### config.mk
export PLATFORM = sky130hd
export DESIGN_NAME = catalog_text_tokenizer_flat
export DESIGN_NICKNAME = d
export VERILOG_FILES = /design/src/ctt_pkg.sv /design/src/ctt_req_if.sv /design/src/ctt_rsp_if.sv /design/src/ctt_front.sv /design/src/ctt_queue.sv /design/src/ctt_back.sv /design/src/catalog_text_tokenizer.sv /design/src/flat_wrapper.sv
export VERILOG_INCLUDE_DIRS = /design/src /design/src/src
export SDC_FILE = /design/constraint.sdc
export NUM_CORES = 1
export LEC_CHECK = 0
export ABC_AREA = 0
export BUFFER_PORTS_ARGS = -buffer_cell sky130_fd_sc_hd__buf_4
export CORE_MARGIN = 5
export CORE_UTILIZATION = 50
export CTS_CLUSTER_SIZE = 24
export DETAILED_ROUTE_END_ITERATION = 12
export HOLD_SLACK_MARGIN = 0.1
export PLACE_DENSITY = 0.73
export SETUP_SLACK_MARGIN = 0.15
export SLEW_MARGIN = 20
export SYNTH_ARGS = -nofsm -noshare
export SYNTH_HDL_FRONTEND = slang
export SYNTH_SLANG_ARGS = --single-unit
### constraint.sdc
create_clock -name clock -period 8.1 [get_ports clock]
set_clock_uncertainty 0.15 [all_clocks]
set_input_delay 0 -clock clock [delete_from_list [all_inputs] [get_ports clock]]
set_output_delay 0 -clock clock [all_outputs]
set_load 0.05 [all_outputs]
### src/assert_macros.svh
// Assertion helpers shared by the RTL; every check is clocked on clock and
// disabled while reset is high.
`ifndef ASSERT_MACROS_SVH
`define ASSERT_MACROS_SVH

// Check a condition at every clock edge.
`define ASSERT_ALWAYS(label, prop, msg) \
   label: assert property (@(posedge clock) disable iff (reset) (prop)) else $error(msg);

// Check that a trigger is followed by a condition in the next cycle.
`define ASSERT_NEXT(label, trig, cons, msg) \
   label: assert property (@(posedge clock) disable iff (reset) (trig) |=> (cons)) \
      else $error(msg);

`endif

### src/ctt_pkg.sv
package ctt_pkg;

   // Lexer modes, error modes last.
   typedef enum logic [3:0] {
      MODE_IDLE,
      MODE_SLASH,
      MODE_LINE,
      MODE_BLOCK,
      MODE_STAR,
      MODE_WORD,
      MODE_QUOTE,
      MODE_ESC,
      MODE_ERR_MALFORMED,
      MODE_ERR_TOKEN,
      MODE_ERR_TEXT
   } lex_mode_type;

   localparam logic FUNC_TEXT = 1'b0;
   localparam logic FUNC_END  = 1'b1;

   localparam logic [1:0] EV_CHAR      = 2'd0;
   localparam logic [1:0] EV_TOKEN_END = 2'd1;
   localparam logic [1:0] EV_DONE      = 2'd2;
   localparam logic [1:0] EV_ERROR     = 2'd3;

   localparam logic [1:0] KIND_WORD  = 2'd0;
   localparam logic [1:0] KIND_OPEN  = 2'd1;
   localparam logic [1:0] KIND_CLOSE = 2'd2;

   localparam logic [1:0] ERR_MALFORMED = 2'd0;
   localparam logic [1:0] ERR_TOKEN     = 2'd1;
   localparam logic [1:0] ERR_TEXT      = 2'd2;

   localparam logic [7:0] CH_SPACE  = 8'h20;
   localparam logic [7:0] CH_HASH   = 8'h23;
   localparam logic [7:0] CH_SLASH  = 8'h2F;
   localparam logic [7:0] CH_STAR   = 8'h2A;
   localparam logic [7:0] CH_QUOTE  = 8'h22;
   localparam logic [7:0] CH_APOS   = 8'h27;
   localparam logic [7:0] CH_BSLASH = 8'h5C;
   localparam logic [7:0] CH_N      = 8'h6E;
   localparam logic [7:0] CH_T      = 8'h74;
   localparam logic [7:0] CH_LBRACE = 8'h7B;
   localparam logic [7:0] CH_RBRACE = 8'h7D;
   localparam logic [7:0] CH_LF     = 8'h0A;
   localparam logic [7:0] CH_CR     = 8'h0D;
   localparam logic [7:0] CH_TAB    = 8'h09;

   localparam int OFFSET_W     = 17;
   localparam int BUNDLE_ITEMS = 3;
   localparam int QUEUE_AW     = 2;
   localparam int QUEUE_DEPTH  = 4;
   localparam logic [QUEUE_AW:0] QUEUE_LEVEL_MAX = 3'd4;

   typedef struct packed {
      logic [1:0]          event_res;
      logic [7:0]          char_value;
      logic [1:0]          token_kind;
      logic [OFFSET_W-1:0] token_begin;
      logic [OFFSET_W-1:0] token_end;
      logic [1:0]          error_code;
   } rsp_item_type;

   // Results of one input item; count is 1 to 3.
   typedef struct packed {
      rsp_item_type [BUNDLE_ITEMS-1:0] items;
      logic [1:0]                      count;
   } bundle_type;

   typedef struct packed {
      logic              full;
      logic              empty;
      logic [QUEUE_AW:0] level;
   } queue_status_type;

   function automatic rsp_item_type mk_char(input logic [7:0] ch);
      rsp_item_type r;
      r = '0;
      r.event_res  = EV_CHAR;
      r.char_value = ch;
      return r;
   endfunction

   function automatic rsp_item_type mk_end(input logic [1:0] kind,
                                           input logic [OFFSET_W-1:0] tb,
                                           input logic [OFFSET_W-1:0] te);
      rsp_item_type r;
      r = '0;
      r.event_res   = EV_TOKEN_END;
      r.token_kind  = kind;
      r.token_begin = tb;
      r.token_end   = te;
      return r;
   endfunction

   function automatic rsp_item_type mk_done();
      rsp_item_type r;
      r = '0;
      r.event_res = EV_DONE;
      return r;
   endfunction

   function automatic rsp_item_type mk_err(input logic [1:0] code);
      rsp_item_type r;
      r = '0;
      r.event_res  = EV_ERROR;
      r.error_code = code;
      return r;
   endfunction

endpackage

### src/ctt_req_if.sv
interface ctt_req_if;
   logic       valid;
   logic       ready;
   logic       func;
   logic [7:0] byte_value;

   modport source (output valid, output func, output byte_value, input ready);
   modport sink (input valid, input func, input byte_value, output ready);
endinterface

### src/ctt_rsp_if.sv
interface ctt_rsp_if;
   logic        valid;
   logic        ready;
   logic [1:0]  event_res;
   logic [7:0]  char_value;
   logic [1:0]  token_kind;
   logic [16:0] token_begin;
   logic [16:0] token_end;
   logic [1:0]  error_code;
   logic        last;

   modport source (output valid, output event_res, output char_value, output token_kind,
                   output token_begin, output token_end, output error_code,
                   output last, input ready);
   modport sink (input valid, input event_res, input char_value, input token_kind,
                 input token_begin, input token_end, input error_code,
                 input last, output ready);
endinterface

### src/ctt_front.sv
module ctt_front
   import ctt_pkg::*;
#(
   parameter int TOKEN_BYTES    = 256,
   parameter int MAX_TEXT_BYTES = 65536
) (
   input  logic             clock,
   input  logic             reset,
   ctt_req_if.sink          req,
   input  queue_status_type q_status,
   output logic             push,
   output bundle_type       push_bundle
);

   localparam int TL_W  = $clog2(TOKEN_BYTES);
   localparam int POS_W = $clog2(MAX_TEXT_BYTES + 1);
   localparam logic [TL_W-1:0]  TL_MAX  = TL_W'(TOKEN_BYTES - 1);
   localparam logic [TL_W-1:0]  TL_MAX1 = TL_W'(TOKEN_BYTES - 2);
   localparam logic [POS_W-1:0] POS_MAX = POS_W'(MAX_TEXT_BYTES);

   lex_mode_type     mode_ff, mode_in;
   logic [POS_W-1:0] pos_ff, pos_in;
   logic [POS_W-1:0] begin_ff, begin_in;
   logic [TL_W-1:0]  tl_ff, tl_in;
   logic [7:0]       first_ff, first_in;

   logic             accept;
   logic [7:0]       ch;
   logic             ws, nl, full0, full1, pos_full, in_error;
   logic             esc_single;
   logic [7:0]       esc_char;
   logic [1:0]       word_kind;
   logic [POS_W-1:0] pos_inc;
   logic [POS_W+OFFSET_W-1:0] pos_wide, pos1_wide, beg_wide;
   logic [OFFSET_W-1:0] pos_o, pos1_o, beg_o;
   logic [1:0]       n;

   assign accept     = req.valid && !q_status.full;
   assign req.ready  = !q_status.full;
   assign ch         = req.byte_value;
   assign ws         = (ch <= CH_SPACE);
   assign nl         = (ch == CH_LF) || (ch == CH_CR);
   assign full0      = (tl_ff >= TL_MAX);
   assign full1      = (tl_ff >= TL_MAX1);
   assign pos_full   = (pos_ff >= POS_MAX);
   assign in_error   = (mode_ff == MODE_ERR_MALFORMED) || (mode_ff == MODE_ERR_TOKEN) ||
                       (mode_ff == MODE_ERR_TEXT);
   assign pos_inc    = pos_ff + POS_W'(1);
   assign pos_wide   = {{OFFSET_W{1'b0}}, pos_ff};
   assign pos1_wide  = {{OFFSET_W{1'b0}}, pos_inc};
   assign beg_wide   = {{OFFSET_W{1'b0}}, begin_ff};
   assign pos_o      = pos_wide[OFFSET_W-1:0];
   assign pos1_o     = pos1_wide[OFFSET_W-1:0];
   assign beg_o      = beg_wide[OFFSET_W-1:0];

   assign esc_single = (ch == CH_N) || (ch == CH_T) || (ch == CH_QUOTE) ||
                       (ch == CH_APOS) || (ch == CH_BSLASH);
   assign esc_char   = (ch == CH_N) ? CH_LF : ((ch == CH_T) ? CH_TAB : ch);

   always_comb begin
      word_kind = KIND_WORD;
      if (tl_ff == TL_W'(1)) begin
         if (first_ff == CH_LBRACE) begin
            word_kind = KIND_OPEN;
         end else if (first_ff == CH_RBRACE) begin
            word_kind = KIND_CLOSE;
         end
      end
   end

   // Next mode.
   always_comb begin
      mode_in = mode_ff;
      if (req.func == FUNC_END) begin
         mode_in = MODE_IDLE;
      end else if (in_error) begin
         mode_in = mode_ff;
      end else if (pos_full) begin
         mode_in = MODE_ERR_TEXT;
      end else begin
         case (mode_ff)
            MODE_IDLE: begin
               if (ws) mode_in = MODE_IDLE;
               else if (ch == CH_HASH) mode_in = MODE_LINE;
               else if (ch == CH_SLASH) mode_in = MODE_SLASH;
               else if (ch == CH_QUOTE) mode_in = MODE_QUOTE;
               else mode_in = MODE_WORD;
            end
            MODE_SLASH: begin
               if (ch == CH_SLASH) mode_in = MODE_LINE;
               else if (ch == CH_STAR) mode_in = MODE_BLOCK;
               else if (ws) mode_in = MODE_IDLE;
               else mode_in = MODE_WORD;
            end
            MODE_LINE: begin
               if (nl) mode_in = MODE_IDLE;
            end
            MODE_BLOCK: begin
               if (ch == CH_STAR) mode_in = MODE_STAR;
            end
            MODE_STAR: begin
               if (ch == CH_SLASH) mode_in = MODE_IDLE;
               else if (ch != CH_STAR) mode_in = MODE_BLOCK;
            end
            MODE_WORD: begin
               if (ws) mode_in = MODE_IDLE;
               else if (full0) mode_in = MODE_ERR_TOKEN;
            end
            MODE_QUOTE: begin
               if (ch == CH_QUOTE) mode_in = MODE_IDLE;
               else if (ch == CH_BSLASH) mode_in = MODE_ESC;
               else if (full0) mode_in = MODE_ERR_TOKEN;
            end
            MODE_ESC: begin
               if (full0 || (!esc_single && full1)) mode_in = MODE_ERR_TOKEN;
               else mode_in = MODE_QUOTE;
            end
            default: mode_in = mode_ff;
         endcase
      end
   end

   // Results and token bookkeeping.
   always_comb begin
      push_bundle = '0;
      n        = 2'd0;
      pos_in   = pos_ff;
      begin_in = begin_ff;
      tl_in    = tl_ff;
      first_in = first_ff;
      if (req.func == FUNC_END) begin
         pos_in   = '0;
         begin_in = '0;
         tl_in    = '0;
         first_in = '0;
         case (mode_ff)
            MODE_IDLE, MODE_LINE: begin
               push_bundle.items[0] = mk_done();
               n = 2'd1;
            end
            MODE_SLASH: begin
               push_bundle.items[0] = mk_char(CH_SLASH);
               push_bundle.items[1] = mk_end(KIND_WORD, beg_o, pos_o);
               push_bundle.items[2] = mk_done();
               n = 2'd3;
            end
            MODE_WORD: begin
               push_bundle.items[0] = mk_end(word_kind, beg_o, pos_o);
               push_bundle.items[1] = mk_done();
               n = 2'd2;
            end
            MODE_BLOCK, MODE_STAR, MODE_QUOTE: begin
               push_bundle.items[0] = mk_err(ERR_MALFORMED);
               n = 2'd1;
            end
            MODE_ESC: begin
               // Keep the pending backslash if it fits, then report.
               if (full0) begin
                  push_bundle.items[0] = mk_err(ERR_TOKEN);
                  n = 2'd1;
               end else begin
                  push_bundle.items[0] = mk_char(CH_BSLASH);
                  push_bundle.items[1] = mk_err(ERR_MALFORMED);
                  n = 2'd2;
               end
            end
            MODE_ERR_MALFORMED: begin
               push_bundle.items[0] = mk_err(ERR_MALFORMED);
               n = 2'd1;
            end
            MODE_ERR_TOKEN: begin
               push_bundle.items[0] = mk_err(ERR_TOKEN);
               n = 2'd1;
            end
            MODE_ERR_TEXT: begin
               push_bundle.items[0] = mk_err(ERR_TEXT);
               n = 2'd1;
            end
            default: begin
               push_bundle.items[0] = mk_done();
               n = 2'd1;
            end
         endcase
      end else if (in_error) begin
         n = 2'd0;
      end else if (pos_full) begin
         push_bundle.items[0] = mk_err(ERR_TEXT);
         n = 2'd1;
      end else begin
         pos_in = pos_inc;
         case (mode_ff)
            MODE_IDLE: begin
               if (ws || ch == CH_HASH) begin
                  n = 2'd0;
               end else if (ch == CH_SLASH) begin
                  begin_in = pos_ff;
               end else if (ch == CH_QUOTE) begin
                  begin_in = pos_ff;
                  tl_in    = '0;
               end else begin
                  begin_in = pos_ff;
                  tl_in    = TL_W'(1);
                  first_in = ch;
                  push_bundle.items[0] = mk_char(ch);
                  n = 2'd1;
               end
            end
            MODE_SLASH: begin
               if (ch != CH_SLASH && ch != CH_STAR) begin
                  push_bundle.items[0] = mk_char(CH_SLASH);
                  n = 2'd2;
                  if (ws) begin
                     push_bundle.items[1] = mk_end(KIND_WORD, beg_o, pos_o);
                     tl_in    = '0;
                     first_in = '0;
                  end else begin
                     push_bundle.items[1] = mk_char(ch);
                     tl_in    = TL_W'(2);
                     first_in = CH_SLASH;
                  end
               end
            end
            MODE_WORD: begin
               if (ws) begin
                  push_bundle.items[0] = mk_end(word_kind, beg_o, pos_o);
                  tl_in    = '0;
                  first_in = '0;
               end else if (full0) begin
                  push_bundle.items[0] = mk_err(ERR_TOKEN);
               end else begin
                  push_bundle.items[0] = mk_char(ch);
                  tl_in = tl_ff + TL_W'(1);
                  if (tl_ff == '0) first_in = ch;
               end
               n = 2'd1;
            end
            MODE_QUOTE: begin
               if (ch == CH_QUOTE) begin
                  push_bundle.items[0] = mk_end(KIND_WORD, beg_o, pos1_o);
                  tl_in    = '0;
                  first_in = '0;
                  n = 2'd1;
               end else if (ch != CH_BSLASH) begin
                  if (full0) begin
                     push_bundle.items[0] = mk_err(ERR_TOKEN);
                  end else begin
                     push_bundle.items[0] = mk_char(ch);
                     tl_in = tl_ff + TL_W'(1);
                     if (tl_ff == '0) first_in = ch;
                  end
                  n = 2'd1;
               end
            end
            MODE_ESC: begin
               if (full0) begin
                  push_bundle.items[0] = mk_err(ERR_TOKEN);
                  n = 2'd1;
               end else if (esc_single) begin
                  push_bundle.items[0] = mk_char(esc_char);
                  tl_in = tl_ff + TL_W'(1);
                  if (tl_ff == '0) first_in = esc_char;
                  n = 2'd1;
               end else begin
                  // Unknown escape: keep the backslash, then the byte.
                  push_bundle.items[0] = mk_char(CH_BSLASH);
                  if (tl_ff == '0) first_in = CH_BSLASH;
                  if (full1) begin
                     push_bundle.items[1] = mk_err(ERR_TOKEN);
                     tl_in = tl_ff + TL_W'(1);
                  end else begin
                     push_bundle.items[1] = mk_char(ch);
                     tl_in = tl_ff + TL_W'(2);
                  end
                  n = 2'd2;
               end
            end
            default: n = 2'd0;
         endcase
      end
      push_bundle.count = n;
   end

   assign push = accept && (n != 2'd0);

   always_ff @(posedge clock) begin
      if (reset) begin
         mode_ff  <= MODE_IDLE;
         pos_ff   <= '0;
         begin_ff <= '0;
         tl_ff    <= '0;
         first_ff <= '0;
      end else if (accept) begin
         mode_ff  <= mode_in;
         pos_ff   <= pos_in;
         begin_ff <= begin_in;
         tl_ff    <= tl_in;
         first_ff <= first_in;
      end
   end

endmodule

### src/ctt_queue.sv
module ctt_queue
   import ctt_pkg::*;
(
   input  logic             clock,
   input  logic             reset,
   input  logic             push,
   input  bundle_type       push_bundle,
   input  logic             pop,
   output bundle_type       head_bundle,
   output queue_status_type q_status
);

   bundle_type          entry_ff [QUEUE_DEPTH];
   logic [QUEUE_AW-1:0] wr_ptr_ff, wr_ptr_in;
   logic [QUEUE_AW-1:0] rd_ptr_ff, rd_ptr_in;
   logic [QUEUE_AW:0]   level_ff, level_in;
   logic                do_push, do_pop;

   assign q_status.full  = (level_ff == QUEUE_LEVEL_MAX);
   assign q_status.empty = (level_ff == '0);
   assign q_status.level = level_ff;
   assign head_bundle    = entry_ff[rd_ptr_ff];

   always_comb begin
      do_push   = push && !q_status.full;
      do_pop    = pop && !q_status.empty;
      wr_ptr_in = do_push ? wr_ptr_ff + QUEUE_AW'(1) : wr_ptr_ff;
      rd_ptr_in = do_pop ? rd_ptr_ff + QUEUE_AW'(1) : rd_ptr_ff;
      level_in  = level_ff + (QUEUE_AW + 1)'(do_push) - (QUEUE_AW + 1)'(do_pop);
   end

   always_ff @(posedge clock) begin
      if (do_push) begin
         entry_ff[wr_ptr_ff] <= push_bundle;
      end
   end

   always_ff @(posedge clock) begin
      if (reset) begin
         wr_ptr_ff <= '0;
         rd_ptr_ff <= '0;
         level_ff  <= '0;
      end else begin
         wr_ptr_ff <= wr_ptr_in;
         rd_ptr_ff <= rd_ptr_in;
         level_ff  <= level_in;
      end
   end

endmodule

### src/ctt_back.sv
module ctt_back
   import ctt_pkg::*;
(
   input  logic             clock,
   input  logic             reset,
   input  bundle_type       head_bundle,
   input  queue_status_type q_status,
   output logic             pop,
   ctt_rsp_if.source        rsp
);

   logic         valid_ff, valid_in;
   logic [1:0]   idx_ff, idx_in;
   rsp_item_type item_ff;
   logic         last_ff;
   logic         load, take, is_last;

   always_comb begin
      load     = !valid_ff || rsp.ready;
      take     = load && !q_status.empty;
      is_last  = (idx_ff == head_bundle.count - 2'd1);
      pop      = take && is_last;
      idx_in   = take ? (is_last ? 2'd0 : idx_ff + 2'd1) : idx_ff;
      valid_in = load ? !q_status.empty : valid_ff;
   end

   always_ff @(posedge clock) begin
      if (reset) begin
         valid_ff <= 1'b0;
         idx_ff   <= 2'd0;
      end else begin
         valid_ff <= valid_in;
         idx_ff   <= idx_in;
      end
   end

   always_ff @(posedge clock) begin
      if (take) begin
         item_ff <= head_bundle.items[idx_ff];
         last_ff <= is_last;
      end
   end

   assign rsp.valid       = valid_ff;
   assign rsp.event_res   = item_ff.event_res;
   assign rsp.char_value  = item_ff.char_value;
   assign rsp.token_kind  = item_ff.token_kind;
   assign rsp.token_begin = item_ff.token_begin;
   assign rsp.token_end   = item_ff.token_end;
   assign rsp.error_code  = item_ff.error_code;
   assign rsp.last        = last_ff;

endmodule

### src/catalog_text_tokenizer.sv
// Streaming tokenizer for catalog text, one byte per transaction.
// req_chan carries func (0 text byte, 1 end of text) and byte_value; rsp_chan
// returns token characters, token-end items with kind and byte offsets,
// text-done and error items, with last set on the final result of a request.
// The front lexer classifies each byte in the cycle it is accepted and writes
// all of its results (up to three) as one bundle into a four-entry queue; the
// back end drains one result per cycle into the output register while rsp_chan is not stalled.
// Path: a result passes a queue entry, then the output register on rsp_chan.
// Throughput: one request per cycle while each request yields at most one
// result and rsp_chan.ready stays high; the output port moves one result per
// cycle while ready is high, and the queue absorbs the bursts of larger bundles.
// Stall: while rsp_chan.ready is low the output register holds; bundles pile
// up in the queue and req_chan.ready drops once four are waiting.
// Reset: the lexer returns to between-tokens with no error and offsets at
// zero, the queue empties and rsp_chan.valid goes low.
// An end-of-text request flushes an open word, reports done, the sticky error or
// an error for an unclosed comment or string, and restarts the lexer.
`include "assert_macros.svh"

module catalog_text_tokenizer
   import ctt_pkg::*;
#(
   parameter int TOKEN_BYTES    = 256,
   parameter int MAX_TEXT_BYTES = 65536
) (
   input logic        clock,
   input logic        reset,
   ctt_req_if.sink    req_chan,
   ctt_rsp_if.source  rsp_chan
);

   logic             push;
   logic             pop;
   bundle_type       push_bundle;
   bundle_type       head_bundle;
   queue_status_type q_status;

   // Classify bytes and build result bundles.
   ctt_front #(
      .TOKEN_BYTES    (TOKEN_BYTES),
      .MAX_TEXT_BYTES (MAX_TEXT_BYTES)
   ) u_front (
      .clock       (clock),
      .reset       (reset),
      .req         (req_chan),
      .q_status    (q_status),
      .push        (push),
      .push_bundle (push_bundle)
   );

   // Decouple the lexer from the output side.
   ctt_queue u_queue (
      .clock       (clock),
      .reset       (reset),
      .push        (push),
      .push_bundle (push_bundle),
      .pop         (pop),
      .head_bundle (head_bundle),
      .q_status    (q_status)
   );

   // Serialize each bundle onto the result channel.
   ctt_back u_back (
      .clock       (clock),
      .reset       (reset),
      .head_bundle (head_bundle),
      .q_status    (q_status),
      .pop         (pop),
      .rsp         (rsp_chan)
   );

   `ASSERT_ALWAYS(a_no_overflow, !(push && q_status.full), "bundle pushed into full queue")
   `ASSERT_ALWAYS(a_no_underflow, !(pop && q_status.empty), "bundle popped from empty queue")
   `ASSERT_ALWAYS(a_level_bound, q_status.level <= QUEUE_LEVEL_MAX, "queue level out of range")
   `ASSERT_NEXT(a_push_lands, push, !q_status.empty, "pushed bundle missing from queue")

endmodule

### src/flat_wrapper.sv
// flat-port wrapper written by rule: the top's interface ports become plain ports
module catalog_text_tokenizer_flat import ctt_pkg::*;
#(
   parameter int TOKEN_BYTES    = 256,
   parameter int MAX_TEXT_BYTES = 65536
)
  (clock, reset, req_chan_valid, req_chan_func, req_chan_byte_value, req_chan_ready, rsp_chan_valid, rsp_chan_event_res, rsp_chan_char_value, rsp_chan_token_kind, rsp_chan_token_begin, rsp_chan_token_end, rsp_chan_error_code, rsp_chan_last, rsp_chan_ready);
  ctt_req_if req_chan_i ();
  ctt_rsp_if rsp_chan_i ();
  input logic clock;
  input logic reset;
  input wire logic [$bits(req_chan_i.valid)-1:0] req_chan_valid;
  input wire logic [$bits(req_chan_i.func)-1:0] req_chan_func;
  input wire logic [$bits(req_chan_i.byte_value)-1:0] req_chan_byte_value;
  output wire logic [$bits(req_chan_i.ready)-1:0] req_chan_ready;
  output wire logic [$bits(rsp_chan_i.valid)-1:0] rsp_chan_valid;
  output wire logic [$bits(rsp_chan_i.event_res)-1:0] rsp_chan_event_res;
  output wire logic [$bits(rsp_chan_i.char_value)-1:0] rsp_chan_char_value;
  output wire logic [$bits(rsp_chan_i.token_kind)-1:0] rsp_chan_token_kind;
  output wire logic [$bits(rsp_chan_i.token_begin)-1:0] rsp_chan_token_begin;
  output wire logic [$bits(rsp_chan_i.token_end)-1:0] rsp_chan_token_end;
  output wire logic [$bits(rsp_chan_i.error_code)-1:0] rsp_chan_error_code;
  output wire logic [$bits(rsp_chan_i.last)-1:0] rsp_chan_last;
  input wire logic [$bits(rsp_chan_i.ready)-1:0] rsp_chan_ready;
  assign req_chan_i.valid = req_chan_valid;
  assign req_chan_i.func = req_chan_func;
  assign req_chan_i.byte_value = req_chan_byte_value;
  assign req_chan_ready = req_chan_i.ready;
  assign rsp_chan_valid = rsp_chan_i.valid;
  assign rsp_chan_event_res = rsp_chan_i.event_res;
  assign rsp_chan_char_value = rsp_chan_i.char_value;
  assign rsp_chan_token_kind = rsp_chan_i.token_kind;
  assign rsp_chan_token_begin = rsp_chan_i.token_begin;
  assign rsp_chan_token_end = rsp_chan_i.token_end;
  assign rsp_chan_error_code = rsp_chan_i.error_code;
  assign rsp_chan_last = rsp_chan_i.last;
  assign rsp_chan_i.ready = rsp_chan_ready;
  catalog_text_tokenizer #(.TOKEN_BYTES(TOKEN_BYTES), .MAX_TEXT_BYTES(MAX_TEXT_BYTES)) u_core (.clock(clock), .reset(reset), .req_chan(req_chan_i), .rsp_chan(rsp_chan_i));
endmodule
==> metrics.yaml <==
yosysUniqueCellTypes: 77
rows: 76
rsz0062_at_grt: "false"
die_h_um: 217.7
required_ns: 8.15
grt_overflow: 0
irDropWorstVdd_v: 0.0001880
hold_class: "in -> reg"
syn2layout_area_growth_pct: 13.02
setup_tns_ns: 0
outcome: "complete, no violations"
clk_pin_slew_worst_paths_ns: 0.06
cts_buffers: 50
cp_top_family: "simple AND/OR/NAND/NOR gates"
crit_slowest_cell: "buf_4"
critical_path_class: "reg -> reg"
grt_start_max_net_pins: 73
drv_cap: 0
antenna_found_initial: 0
gp_congestion: 0.9225
core_um2: 42890
nets: 1533
syn_avg_cell_area_um2: 14.80
clock-root-buffer: "clkbuf_16"
via_count: 12700
insertedDiodeCount: 0
period_needed_ns: 4.474
clkSinkCount: 499
dpl.hpwl_um: 28690
layout-drive-gt1-share_pct: 18.09
finalHoldViolCount: 0
finalSetupViolations: 0
viasPerCell: 5.953
initial_core_util_pct: 50.30
grt_pass1_vias: 12940
cp_cell_sequence: "ha_1, nand3_1, or2_2, o21ai_0, o221ai_1, o2bb2ai_2, and2_4, buf_4"
cts_tree: "built"
cp_max_fo: 52
ys_top_cells_by_area: "edfxtp_1 60%, mux4_2 10%, dfxtp_1 6.1%"
clkLatencyLatePin_ns: 0.59
worst_setup_path_end_kind: "flop"
fmaxAchievable_mhz: 223.5
cts_hold_buf: 22
drt-pass1-iter-count: 5
routedWlPerCell_um: 22.55
grt_pass1_wl_um: 75230
post-cts-setup-buffer-count: 0
slowest_delay_ns: 0.74
yosys.area.top_type: "edfxtp_1"
synth_top_area_share_pct: 60.27
slew_viol_final: 0
synthArstFlopShare_pct: 0
synth_edf_count: 433
arrival_ns: 4.53
worst_slew_pin_slew_ns: 1.086
postLayoutCoreUtil_pct: 56.85
die_x_um: 217.7
first_iter_violations: 1248
cts_max_level: 2
clk_path_buf_depth: 3
pin_count: 64
fillers: 3352
start_kind: "flop"
p_leak_nw: 8.013
ys_seq_area_share_pct: 66.40
drc_errors: 0
power_density_nw_per_um2: 323.6
synth_cells: 1458
post_cts_resized: 0
grt_use_total_pct: 20.38
period_share_pct: 55.24
ys_ff_latch: 499
ys_warn_count: 0
yosys_most_used_dff: "edfxtp_1"
drtAntennaViolNets: 0
io_buffer_count: 63
critPathBufInv: 1
synth_nets: 1485
synth_area_um2: 21570
drt-total-wl_um: 48110
relSlewSlack_pct: 27.57
fp.dieArea_um2: 47400
## stage by stage
step           setup slack (ns)  power (mW)  hold WS, ns  cells  area, µm²
2_1_floorplan             3.284       5.044      0.02968   1458      21570
3_3_place_gp              3.711       5.621       0.1199   2017      22490
3_5_place_dp              3.607       5.645       0.1355   2017      22490
4_1_cts                   3.600       7.976       0.2666   2133      24380
5_1_grt                   3.293       8.244       0.3302   2133      24380
6_report                  3.626       7.889       0.3007   2133      24380
## layer usage
metal / track usage [%] / routed length [µm]
met5: 0 / 0
met4: 6.699 / 1411
met3: 2.957 / 2653
met2: 33.99 / 23790
met1: 27.97 / 20250
## power breakdown
part	switching (mW)	leakage [nW]	internal, mW
Clock	0.957	0.818	1.37
Combinational	1.36	2.61	0.786
Sequential	0.121	4.58	3.30
## layout by cell type, fill, tap and decap left out, drive strengths merged, types with 4 or more instances in the layout
master and n:
xor2 7, inv 26, nand3b 5, nand3 46, xnor2 9, ha 13, dfxtp 66, bufinv 4
mux4 96, buf 78, nand4 7, and3 17, a32oi 4, o21ai 75, a21oi 60, nand2 72
edfxtp 433, nor2 118, dlygate4sd3 22, mux2i 51, nor3b 5, clkbuf 75, o31ai 12, nor2b 24
or3 5, a22o 7, a31oi 9, a21o 8, nand2b 11, and2 57, o2bb2ai 5, a32o 7
a2111oi 4, clkinv 10, a221o 4, nor4 8, nor3 24
## worst register-to-register path, cell delays in order, from the launching register on
cell and delay (ns):
dfxtp_1 0.50, ha_1 0.24, nand3_1 0.26, or2_2 0.55, o21ai_0 0.34, o221ai_1 0.19, o2bb2ai_2 0.37, and2_4 0.69
buf_4 0.76
## final cells by class
cell class	count	area (µm²)	area share, %
inverters	23	86.33	0.3541
well taps	585	732.0	3.002
repair buffers	100	805.8	3.305
clock inverters	19	226.5	0.9289
multi-input cells	832	6749	27.68
clock buffers	75	1445	5.927
flip-flops and latches	499	14340	58.80
## final timing paths
path | slack, ns | from | cells past startpoint | to
worst max register to register | 3.63 | u_core.u_front.tl_ff[0]$_SDFFE_PP0P_ | 8 | u_core.u_queue.entry_ff[2][35]$_DFFE_PP_
worst min-delay path | 0.30 | req_chan_byte_value[7] | 3 | u_core.u_queue.entry_ff[0][47]$_DFFE_PP_
worst max-delay path | 3.63 | u_core.u_front.tl_ff[0]$_SDFFE_PP0P_ | 8 | u_core.u_queue.entry_ff[2][35]$_DFFE_PP_
worst min register to register | 0.32 | u_core.u_front.beg_o[8]$_SDFFE_PP0P_ | 2 | u_core.u_front.beg_o[8]$_SDFFE_PP0P_
## flip-flops by register name, indices dropped and copies added (netlist names), 3 cells and up, named ones only
signal and cells:
u_core.u_back.rsp.char_value 8, u_core.u_queue.level_ff 3, u_core.u_front.beg_o 17, u_core.u_front.first_ff 8
u_core.u_front.tl_ff 8, u_core.u_front.pos_ff 17, u_core.u_queue.entry_ff 384, u_core.u_front.mode_ff 4
u_core.u_back.rsp.token_begin 17, u_core.u_back.rsp.token_end 17
## logic make-up (layout without fill, tap and decap cells)
group                    after synthesis  count (layout)  synth area share, %
AO/OA/AOI/OAI                        234             234                7.123
XOR/XNOR                              16              16               0.6496
adder cells (fa/ha/maj)               14              14               0.8468
buffers and inverters                127             217                2.390
flip-flops                           499             499                66.40
multiplexers                         148             148                12.44
AND/OR/NAND/NOR                      420             420                10.15
## Yosys cell counts (4+ instances only)
library cell / n
edfxtp_1: 433
nor2_1: 118
mux4_2: 96
nand2_1: 72
clkbuf_1: 69
o21ai_0: 68
dfxtp_1: 66
a21oi_1: 60
and2_1: 57
mux2i_1: 51
nand3_1: 46
nor2b_1: 24
nor3_1: 24
inv_1: 23
buf_1: 18
and3_1: 17
buf_2: 13
ha_1: 13
o31ai_1: 12
nand2b_1: 11
xnor2_1: 9
a21o_1: 8
a31oi_1: 8
a22o_1: 7
a32o_1: 7
nand4_1: 7
xor2_1: 7
o21ai_1: 6
nand3b_1: 5
nor3b_1: 5
nor4_1: 5
or3_1: 5
a221o_1: 4
a32oi_1: 4
Note: power is estimated with default switching activity, not from simulation.
